--- src/tcw_pkg.sv ---
// Shared types and constants for the text console writer.
package tcw_pkg;

  // Character codes the console reacts to.
  localparam logic [7:0] CH_NEWLINE  = 8'd10;
  localparam logic [7:0] CH_ESCAPE   = 8'd27;
  localparam logic [7:0] CH_SEMI     = 8'h3B;
  localparam logic [7:0] CH_LBRACKET = 8'h5B;
  localparam logic [7:0] CH_ZERO     = 8'h30;
  localparam logic [7:0] CH_NINE     = 8'h39;
  localparam logic [7:0] CH_SGR_END  = 8'h6D;

  // Display command codes.
  localparam logic CMD_PUT    = 1'b0;
  localparam logic CMD_SCROLL = 1'b1;

  // Line width after reset.
  localparam logic [7:0] LINE_WIDTH_RESET = 8'd80;

  // Width of line width and column arithmetic, wide enough for 256.
  localparam int unsigned WIDTH_BITS = 9;

  // Input beat.
  typedef struct packed {
    logic [7:0] byte_value;
    logic       end_of_text;
  } in_beat_t;

  // Result beat.
  typedef struct packed {
    logic       command;
    logic [6:0] column;
    logic [7:0] character;
    logic       last_of_run;
  } out_beat_t;

  // Job handed from the classifier to the sequencer. Steps run in the order
  // store, flush, plain.
  typedef struct packed {
    logic       store;
    logic       flush;
    logic       plain;
    logic [7:0] byte_value;
  } job_t;

  // Sequencer states.
  typedef enum logic [2:0] {
    S_IDLE,
    S_FLUSH,
    S_FLUSH_WRAP,
    S_DEFER,
    S_CHAR,
    S_WRAP
  } back_state_e;

endpackage

--- src/text_console_writer.sv ---
// Top level: a bottom-line scrolling console writer with color sequence removal.
// Each accepted byte becomes a job, except the end of a color sequence, which is swallowed.
// The sequencer stores a held byte; a printed byte, newline or escape may first need a
// deferred scroll, and a put can be followed by a wrap scroll, as can each put of a flush.
// The sequencer waits while the output register is full. A two-entry job queue
// lets input beats be taken while commands are still going out.
// Reset: line width returns to 80, the first byte is preceded by a scroll; no clearing pass.
module text_console_writer #(
  parameter int unsigned MAX_COLUMNS  = 128,
  parameter int unsigned ESC_HOLD_MAX = 16
) (
  input  logic               clk_i,
  input  logic               rst_ni,
  input  logic               cfg_we_i,
  input  logic [7:0]         cfg_wdata_i,
  input  logic               push,
  output logic               full,
  input  tcw_pkg::in_beat_t  in_beat_i,
  output logic               empty,
  input  logic               pop,
  output tcw_pkg::out_beat_t out_beat_o
);
  import tcw_pkg::*;

  logic accept;
  logic job_valid;
  job_t job_in;
  job_t job_out;
  logic job_empty;
  logic job_pop;

  assign accept = push && !full;

  // Classifier.
  tcw_front #(
    .ESC_HOLD_MAX(ESC_HOLD_MAX)
  ) u_front (
    .clk_i      (clk_i),
    .rst_ni     (rst_ni),
    .accept_i   (accept),
    .in_beat_i  (in_beat_i),
    .job_valid_o(job_valid),
    .job_o      (job_in)
  );

  // Job queue.
  tcw_fifo #(
    .DEPTH(2)
  ) u_fifo (
    .clk_i  (clk_i),
    .rst_ni (rst_ni),
    .push_i (accept && job_valid),
    .data_i (job_in),
    .full_o (full),
    .pop_i  (job_pop),
    .empty_o(job_empty),
    .data_o (job_out)
  );

  // Sequencer and output register.
  tcw_back #(
    .MAX_COLUMNS (MAX_COLUMNS),
    .ESC_HOLD_MAX(ESC_HOLD_MAX)
  ) u_back (
    .clk_i      (clk_i),
    .rst_ni     (rst_ni),
    .cfg_we_i   (cfg_we_i),
    .cfg_wdata_i(cfg_wdata_i),
    .job_empty_i(job_empty),
    .job_i      (job_out),
    .job_pop_o  (job_pop),
    .empty_o    (empty),
    .pop_i      (pop),
    .out_beat_o (out_beat_o)
  );

endmodule

--- src/tcw_front.sv ---
// Classifier: tracks escape sequences and turns each accepted byte, but the end of a color sequence, into a job.
module tcw_front #(
  parameter int unsigned ESC_HOLD_MAX = 16
) (
  input  logic              clk_i,
  input  logic              rst_ni,
  input  logic              accept_i,
  input  tcw_pkg::in_beat_t in_beat_i,
  output logic              job_valid_o,
  output tcw_pkg::job_t     job_o
);
  import tcw_pkg::*;

  localparam int unsigned CntW = $clog2(ESC_HOLD_MAX + 1);

  logic            esc_q, esc_d;
  logic [CntW-1:0] cnt_q, cnt_d;
  logic [7:0]      ch;
  logic            eot;
  logic            holdable;

  assign ch  = in_beat_i.byte_value;
  assign eot = in_beat_i.end_of_text;
  assign holdable = (ch == CH_SEMI) || (ch == CH_LBRACKET) ||
                    ((ch >= CH_ZERO) && (ch <= CH_NINE));

  // Classify the byte against the escape tracking state.
  always_comb begin
    job_valid_o      = 1'b1;
    job_o            = '0;
    job_o.byte_value = ch;
    esc_d            = esc_q;
    cnt_d            = cnt_q;
    priority if (esc_q && (ch == CH_SGR_END)) begin
      // A complete color sequence is swallowed.
      job_valid_o = 1'b0;
      esc_d       = 1'b0;
      cnt_d       = '0;
    end else if (esc_q && holdable && (cnt_q < CntW'(ESC_HOLD_MAX))) begin
      job_o.store = 1'b1;
      job_o.flush = eot;
      esc_d       = !eot;
      cnt_d       = eot ? '0 : cnt_q + CntW'(1);
    end else if (esc_q) begin
      // Sequence broken or too long: print what was held, then this byte.
      job_o.flush = 1'b1;
      job_o.plain = 1'b1;
      esc_d       = (ch == CH_ESCAPE) && !eot;
      cnt_d       = '0;
    end else begin
      job_o.plain = 1'b1;
      esc_d       = (ch == CH_ESCAPE) && !eot;
      cnt_d       = '0;
    end
  end

  // Escape tracking registers advance on each accepted beat.
  always_ff @(posedge clk_i or negedge rst_ni) begin
    if (!rst_ni) begin
      esc_q <= 1'b0;
      cnt_q <= '0;
    end else if (accept_i) begin
      esc_q <= esc_d;
      cnt_q <= cnt_d;
    end
  end

  // Outside an escape nothing may be counted as held.
  a_count_idle: assert property (@(posedge clk_i) disable iff (!rst_ni)
    !esc_q |-> (cnt_q == '0))
    else $error("held count nonzero outside an escape");

endmodule

--- src/tcw_fifo.sv ---
// Short job queue between the classifier and the sequencer.
module tcw_fifo #(
  parameter int unsigned DEPTH = 2
) (
  input  logic          clk_i,
  input  logic          rst_ni,
  input  logic          push_i,
  input  tcw_pkg::job_t data_i,
  output logic          full_o,
  input  logic          pop_i,
  output logic          empty_o,
  output tcw_pkg::job_t data_o
);
  import tcw_pkg::*;

  localparam int unsigned PtrW = (DEPTH > 1) ? $clog2(DEPTH) : 1;
  localparam int unsigned CntW = $clog2(DEPTH + 1);

  job_t            mem_q [DEPTH];
  logic [PtrW-1:0] wr_q, rd_q;
  logic [CntW-1:0] cnt_q;
  logic            do_push, do_pop;

  assign full_o  = (cnt_q == CntW'(DEPTH));
  assign empty_o = (cnt_q == '0);
  assign data_o  = mem_q[rd_q];
  assign do_push = push_i && !full_o;
  assign do_pop  = pop_i && !empty_o;

  // Storage needs no reset.
  always_ff @(posedge clk_i) begin
    if (do_push) begin
      mem_q[wr_q] <= data_i;
    end
  end

  // Pointers and fill count.
  always_ff @(posedge clk_i or negedge rst_ni) begin
    if (!rst_ni) begin
      wr_q  <= '0;
      rd_q  <= '0;
      cnt_q <= '0;
    end else begin
      if (do_push) begin
        wr_q <= (wr_q == PtrW'(DEPTH - 1)) ? '0 : wr_q + PtrW'(1);
      end
      if (do_pop) begin
        rd_q <= (rd_q == PtrW'(DEPTH - 1)) ? '0 : rd_q + PtrW'(1);
      end
      if (do_push && !do_pop) begin
        cnt_q <= cnt_q + CntW'(1);
      end else if (do_pop && !do_push) begin
        cnt_q <= cnt_q - CntW'(1);
      end
    end
  end

  // The classifier must never push into a full queue.
  a_no_overflow: assert property (@(posedge clk_i) disable iff (!rst_ni)
    push_i |-> !full_o)
    else $error("job pushed into a full queue");

endmodule

--- src/tcw_back.sv ---
// Sequencer: carries out jobs and emits one display command per beat.
module tcw_back #(
  parameter int unsigned MAX_COLUMNS  = 128,
  parameter int unsigned ESC_HOLD_MAX = 16
) (
  input  logic               clk_i,
  input  logic               rst_ni,
  input  logic               cfg_we_i,
  input  logic [7:0]         cfg_wdata_i,
  input  logic               job_empty_i,
  input  tcw_pkg::job_t      job_i,
  output logic               job_pop_o,
  output logic               empty_o,
  input  logic               pop_i,
  output tcw_pkg::out_beat_t out_beat_o
);
  import tcw_pkg::*;

  localparam int unsigned ColW = $clog2(MAX_COLUMNS);
  localparam int unsigned CntW = $clog2(ESC_HOLD_MAX + 1);
  localparam int unsigned IdxW = (ESC_HOLD_MAX > 1) ? $clog2(ESC_HOLD_MAX) : 1;
  localparam int unsigned WW   = WIDTH_BITS;

  back_state_e     state_q, state_d;
  job_t            job_q, job_d;
  logic [ColW-1:0] cursor_q, cursor_d;
  logic            defer_q, defer_d;
  logic [CntW-1:0] cnt_q, cnt_d;
  logic [CntW-1:0] idx_q, idx_d;
  logic [7:0]      held_q [ESC_HOLD_MAX];
  logic [7:0]      lw_q;
  out_beat_t       out_q;
  logic            out_v_q;

  logic            hold_we;
  logic            emit;
  out_beat_t       emit_beat;
  logic            emit_ok;
  logic [WW-1:0]   eff_w;
  logic [WW-1:0]   nxt_col;
  logic            wrap;
  logic            printable;
  logic            plain_out;
  logic [CntW-1:0] idx_next;
  logic            more_flush;
  logic [7:0]      held_rd;
  logic [ColW+6:0] col_ext;
  logic [6:0]      col;

  // Effective width: zero counts as one, large values saturate.
  always_comb begin
    if (lw_q == '0) begin
      eff_w = WW'(1);
    end else if (WW'(lw_q) > WW'(MAX_COLUMNS)) begin
      eff_w = WW'(MAX_COLUMNS);
    end else begin
      eff_w = WW'(lw_q);
    end
  end

  assign nxt_col    = WW'(cursor_q) + WW'(1);
  assign wrap       = (nxt_col >= eff_w);
  assign printable  = (job_q.byte_value != CH_NEWLINE) &&
                      (job_q.byte_value != CH_ESCAPE);
  assign plain_out  = job_q.plain && (defer_q || printable);
  assign idx_next   = idx_q + CntW'(1);
  assign more_flush = (idx_next < cnt_q);
  assign held_rd    = held_q[idx_q[IdxW-1:0]];
  assign col_ext    = {7'b0, cursor_q};
  assign col        = col_ext[6:0];
  assign emit_ok    = !out_v_q || pop_i;

  // Next state and command generation.
  always_comb begin
    state_d   = state_q;
    job_d     = job_q;
    cursor_d  = cursor_q;
    defer_d   = defer_q;
    cnt_d     = cnt_q;
    idx_d     = idx_q;
    job_pop_o = 1'b0;
    hold_we   = 1'b0;
    emit      = 1'b0;
    emit_beat = '0;
    unique case (state_q)
      S_IDLE: begin
        if (!job_empty_i) begin
          job_pop_o = 1'b1;
          job_d     = job_i;
          idx_d     = '0;
          if (job_i.store) begin
            hold_we = 1'b1;
            cnt_d   = cnt_q + CntW'(1);
          end
          state_d = job_i.flush ? S_FLUSH : S_DEFER;
        end
      end
      S_FLUSH: begin
        if (idx_q < cnt_q) begin
          if (emit_ok) begin
            emit                  = 1'b1;
            emit_beat.command     = CMD_PUT;
            emit_beat.column      = col;
            emit_beat.character   = held_rd;
            emit_beat.last_of_run = !wrap && !more_flush && !plain_out;
            if (wrap) begin
              cursor_d = '0;
              state_d  = S_FLUSH_WRAP;
            end else begin
              cursor_d = ColW'(nxt_col);
              idx_d    = idx_next;
            end
          end
        end else begin
          cnt_d   = '0;
          state_d = S_DEFER;
        end
      end
      S_FLUSH_WRAP: begin
        if (emit_ok) begin
          emit                  = 1'b1;
          emit_beat.command     = CMD_SCROLL;
          emit_beat.last_of_run = !more_flush && !plain_out;
          idx_d                 = idx_next;
          state_d               = S_FLUSH;
        end
      end
      S_DEFER: begin
        if (!job_q.plain) begin
          state_d = S_IDLE;
        end else if (defer_q) begin
          // Scroll left over from an earlier newline or from reset.
          if (emit_ok) begin
            emit                  = 1'b1;
            emit_beat.command     = CMD_SCROLL;
            emit_beat.last_of_run = !printable;
            defer_d               = 1'b0;
            cursor_d              = '0;
            state_d               = S_CHAR;
          end
        end else begin
          state_d = S_CHAR;
        end
      end
      S_CHAR: begin
        if (job_q.byte_value == CH_NEWLINE) begin
          defer_d = 1'b1;
          state_d = S_IDLE;
        end else if (job_q.byte_value == CH_ESCAPE) begin
          cnt_d   = '0;
          state_d = S_IDLE;
        end else if (emit_ok) begin
          emit                  = 1'b1;
          emit_beat.command     = CMD_PUT;
          emit_beat.column      = col;
          emit_beat.character   = job_q.byte_value;
          emit_beat.last_of_run = !wrap;
          if (wrap) begin
            cursor_d = '0;
            state_d  = S_WRAP;
          end else begin
            cursor_d = ColW'(nxt_col);
            state_d  = S_IDLE;
          end
        end
      end
      S_WRAP: begin
        if (emit_ok) begin
          emit                  = 1'b1;
          emit_beat.command     = CMD_SCROLL;
          emit_beat.last_of_run = 1'b1;
          state_d               = S_IDLE;
        end
      end
      default: begin
        state_d = S_IDLE;
      end
    endcase
  end

  // Sequencer state and cursor.
  always_ff @(posedge clk_i or negedge rst_ni) begin
    if (!rst_ni) begin
      state_q  <= S_IDLE;
      cursor_q <= '0;
      defer_q  <= 1'b1;
      cnt_q    <= '0;
      idx_q    <= '0;
    end else begin
      state_q  <= state_d;
      cursor_q <= cursor_d;
      defer_q  <= defer_d;
      cnt_q    <= cnt_d;
      idx_q    <= idx_d;
    end
  end

  // Line width register.
  always_ff @(posedge clk_i or negedge rst_ni) begin
    if (!rst_ni) begin
      lw_q <= LINE_WIDTH_RESET;
    end else if (cfg_we_i) begin
      lw_q <= cfg_wdata_i;
    end
  end

  // Current job and held escape bytes.
  always_ff @(posedge clk_i) begin
    job_q <= job_d;
    if (hold_we) begin
      held_q[cnt_q[IdxW-1:0]] <= job_i.byte_value;
    end
  end

  // Output register.
  always_ff @(posedge clk_i or negedge rst_ni) begin
    if (!rst_ni) begin
      out_v_q <= 1'b0;
    end else if (emit) begin
      out_v_q <= 1'b1;
    end else if (pop_i) begin
      out_v_q <= 1'b0;
    end
  end

  always_ff @(posedge clk_i) begin
    if (emit) begin
      out_q <= emit_beat;
    end
  end

  assign empty_o    = !out_v_q;
  assign out_beat_o = out_q;

  // The flush index never runs past the held count.
  a_flush_idx: assert property (@(posedge clk_i) disable iff (!rst_ni)
    ((state_q == S_FLUSH) || (state_q == S_FLUSH_WRAP)) |-> (idx_q <= cnt_q))
    else $error("flush index beyond held count");

  // A wrap scroll only follows a character put.
  a_wrap_after_char: assert property (@(posedge clk_i) disable iff (!rst_ni)
    (state_q == S_WRAP) |-> (($past(state_q) == S_CHAR) || ($past(state_q) == S_WRAP)))
    else $error("wrap scroll without a preceding put");

  // A new beat is only loaded when the output register is free or drained.
  a_no_overwrite: assert property (@(posedge clk_i) disable iff (!rst_ni)
    (emit && out_v_q) |-> pop_i)
    else $error("result overwritten before it was taken");

endmodule
--- config.mk ---
export PLATFORM = sky130hd
export DESIGN_NAME = text_console_writer
export DESIGN_NICKNAME = d
export VERILOG_FILES = /design/src/tcw_pkg.sv /design/src/text_console_writer.sv /design/src/tcw_front.sv /design/src/tcw_fifo.sv /design/src/tcw_back.sv
export SDC_FILE = /design/constraint.sdc
export NUM_CORES = 1
export LEC_CHECK = 0
export BUFFER_PORTS_ARGS = -buffer_cell sky130_fd_sc_hd__buf_2
export CORE_AREA = 2 2 135 137
export DETAILED_ROUTE_END_ITERATION = 10
export DIE_AREA = 0 0 137 139
export GPL_ROUTABILITY_DRIVEN = 0
export HOLD_SLACK_MARGIN = 0.12
export PLACE_DENSITY = 0.76
export SYNTH_ARGS = -nofsm -noshare
export SYNTH_HDL_FRONTEND = slang
export SYNTH_SLANG_ARGS = --single-unit
--- constraint.sdc ---
create_clock -name clk_i -period 2.8 [get_ports clk_i]
set_input_delay 0.28 -clock clk_i [delete_from_list [all_inputs] [get_ports clk_i]]
set_output_delay 0.28 -clock clk_i [all_outputs]
set_load 0.01 [all_outputs]
==> results.ini <==
[timing]
finalCriticalPeriod_ns=2.676
fin_crit_sh_pct=95.58
slew_viol_final=0
max_clock_freq_ghz=0.3737
skew_ns=0.01420
hold_violations=0
finalSetupViolCount=0
slew_at_the_pin_closest_to_its_max_slew_limit_ns=0.9263
rel_slew_slack_pct=38.25
totalNegativeSetupSlack_ns=0

[power]
cellInternalPower_uw=7406
p_leak_uw=0.004023
p_comb_share_pct=29.0
totalPowerFinal_uw=10760
vdd.ir_drop.worst_mv=0.6724
netSwitchingFraction_pct=31.16
power-per-cell-area_nw_per_um2=971.9
netSwitchingPower_uw=3352
fraction_of_power_consumed_by_the_clock_network_pct=28.5
seqPwrFrac_pct=42.5

[critical_path]
worst_ep_required_time_ns=3.18
worst_path_most_repeated_cell=ha_1
setup.reg_to_reg.worst_slack_ns=0.12
crit_fanout=5
critical_path_buffers_and_inverters=0
path_cells=ha_1 -> nand3_1 -> nor2_1 -> xor2_1 -> ha_1 -> a21o_1 -> a21oi_1 -> o21ai_2 -> or3_1 -> a22o_1 -> o22a_1
startpoint_type=register
worstSetupPathType=reg2reg
arrival_ns=3.06
cp_slowest_stage_delay_ns=0.41
worst_path_max_delay_cell=dfrtp_1
endpoint_kind_of_the_worst_setup_timing_path=register
worst_path_dominant_cell_family=compound AO/OA/AOI/OAI gates

[placed_design]
placement.cell_area_sq_um=10090
numPlacedInstances=897
port_buffers=40
dp_hpwl_mm=12.51

[synth]
seq_area_frac_synth_pct=66.15
postSynthAreaPerCell_sq_um=15.26
synth.ff_latch_count=216
netlist_instances=623
ys_types=67
async_flop_share_pct=18.52
syn_nets=669
number_of_flops_mapped_to_enable_cells_by_yosys=176
ys_warn_count=0
postSynth.topFlopCell=edfxtp_1
netlist_area_sq_um=9508

[clock_network]
clock-sinks=216
clock_tree.htree_level_count=1
cts_tree=yes
root_buffer=clkbuf_16
total_setup_buffers_inserted_after_cts=0
clock_latency_ns=0.51
clkSlewWorstSetupHoldPaths_ns=0.06
cts-buffers-inserted=23
clk_path_buf_depth=3

[layout]
layout.filler_cells=1232
layout-area-overhead-vs-synth_pct=16.42
layout.cells.most_common=edfxtp_1
layout-drive-gt1-share_pct=23.15
final_cell_mix=edfxtp_1 (176), nand2_1 (47), buf_2 (40), dfrtp_1 (36), mux4_2 (34)
final_net_count=759
layout.cells.non_filler=960
final_cell_area_sq_um=11070

[routing]
drt_first_pass_iters=4
detailedRoute.firstIterationViolations=395
detail_route.wl_per_cell_um=19.85
topRoutingLayerUsed=met4
wl_met3_mm=1.128
finalWirelength_mm=19.06
met2_wirelength_mm=9.415
routed-via-count=5638
wire_length_the_detailed_router_placed_on_met1_mm=7.979
route.antenna.remaining_nets=0
post_drt_via_cell_ratio=5.873
route.detailed.drc=0

[global_routing]
grt_overflow_total=0
grt_pass1_vias=5822
grt_max_degree=42
global_route_wire_length_before_repair_mm=30.78
number_of_antenna_violations_at_the_first_check_in_global_routing=0
grt.total_usage_pct=20.95

[floorplan]
num_io_pins=41
initial_core_utilization_pct=53.85
dieHeight_um=139
dieArea_sq_um=19040
chipWidth_um=137
fp.coreArea_sq_um=17660
row_count=49

[outcome]
run_status=completed

[min_path]
holdCritPathClass=in2reg

[run]
drv_cap=0

-- power groups by stage --
stage / clock [uW] / sequential, uW / combinational, uW
finish: 3070 / 4570 / 3120
global route: 3250 / 4620 / 3440
CTS: 3120 / 4570 / 3110
detailed placement: 0 / 4630 / 3070
global placement: 0 / 4600 / 2950
floorplan: 0 / 4550 / 2250
-- worst paths after layout --
kind / cells after the start / startpoint / end
worst min-delay path: 2 / cfg_we_i / u_back.lw_q[0]
min in group asynchronous: 2 / rst_ni / u_back.col[3]
worst min register to register: 2 / u_front.cnt_q[4] / u_front.cnt_q[4]
worst max register to register: 11 / u_back.col[1] / u_back.state_q[0]
max in group asynchronous: 2 / rst_ni / u_back.idx_q[0]
worst max-delay path: 11 / u_back.col[1] / u_back.state_q[0]
-- registers in the layout, indices dropped and copies added (netlist names) --
register	cells
u_fifo.wr_q	1
u_back.lw_q	8
u_front.cnt_q	5
u_front.esc_q	1
u_back.state_q	3
u_back.out_beat_o	17
u_back.col	7
u_back.job_q	9
u_back.defer_q	1
u_back.out_v_q	1
u_fifo.mem_q	22
u_fifo.rd_q	1
u_back.held_q	128
u_back.cnt_q	5
u_fifo.cnt_q	2
u_back.idx_q	5
-- metal layers --
layer / track usage (%) / vias to the layer above
met3: 4.276 / 48
met5: 0 / -
met2: 34.04 / 176
met1: 28.06 / 2831
li1: - / 2583
met4: 7.651 / 0
-- area by class of cell --
cell class              count  area (sq um)  area share (%)
diodes                      1         2.502         0.02261
clock buffers              29         608.1           5.493
flip-flops and latches    216          6291           56.83
repair buffers             88         623.1           5.629
inverters                  27         101.3          0.9156
well taps                 229         286.5           2.588
multi-input cells         357          2992           27.03
clock inverters            13         165.2           1.492
-- per-stage QoR --
step	hold WS, ns	setup WS (ns)	utilization, %
5_1_grt	0.1934	-0.03019	62.68
2_1_floorplan	-0.01559	0.1894	-
6_report	0.1912	0.1237	62.69
3_5_place_dp	0.4656	0.1563	57.13
4_1_cts	0.1809	0.1534	62.64
3_3_place_gp	0.4448	0.2174	57.13
-- Yosys cell counts (all sizes together) (10+ instances only) --
cell	instances	share of area, %
nand2	48	1.9
dfrtp	37	9.7
mux4	34	8.1
mux2	23	2.7
buf	15	1.1
a21oi	17	0.89
o21ai	29	1.7
nor2	30	1.3
ha	24	3.2
nand3	12	0.63
edfxtp	176	56
and2	10	0.66
inv	20	0.79
nor3	17	0.89
-- kinds of logic after synthesis --
group           synth area share [%]
flops                          66.15
simple gates                   8.093
compound gates                 7.422
mux                            11.41
buf+inv                        2.474
fa+ha+maj                      3.158
xor+xnor                       1.290
-- repair_timing --
item / CTS / global route
endpoints found under the setup margin: 0 / 3
resized for setup: 0 / 2
endpoints found under the hold margin: 63 / 0
hold buffers: 20 / 0
Note: power is estimated with default switching activity, not from simulation.
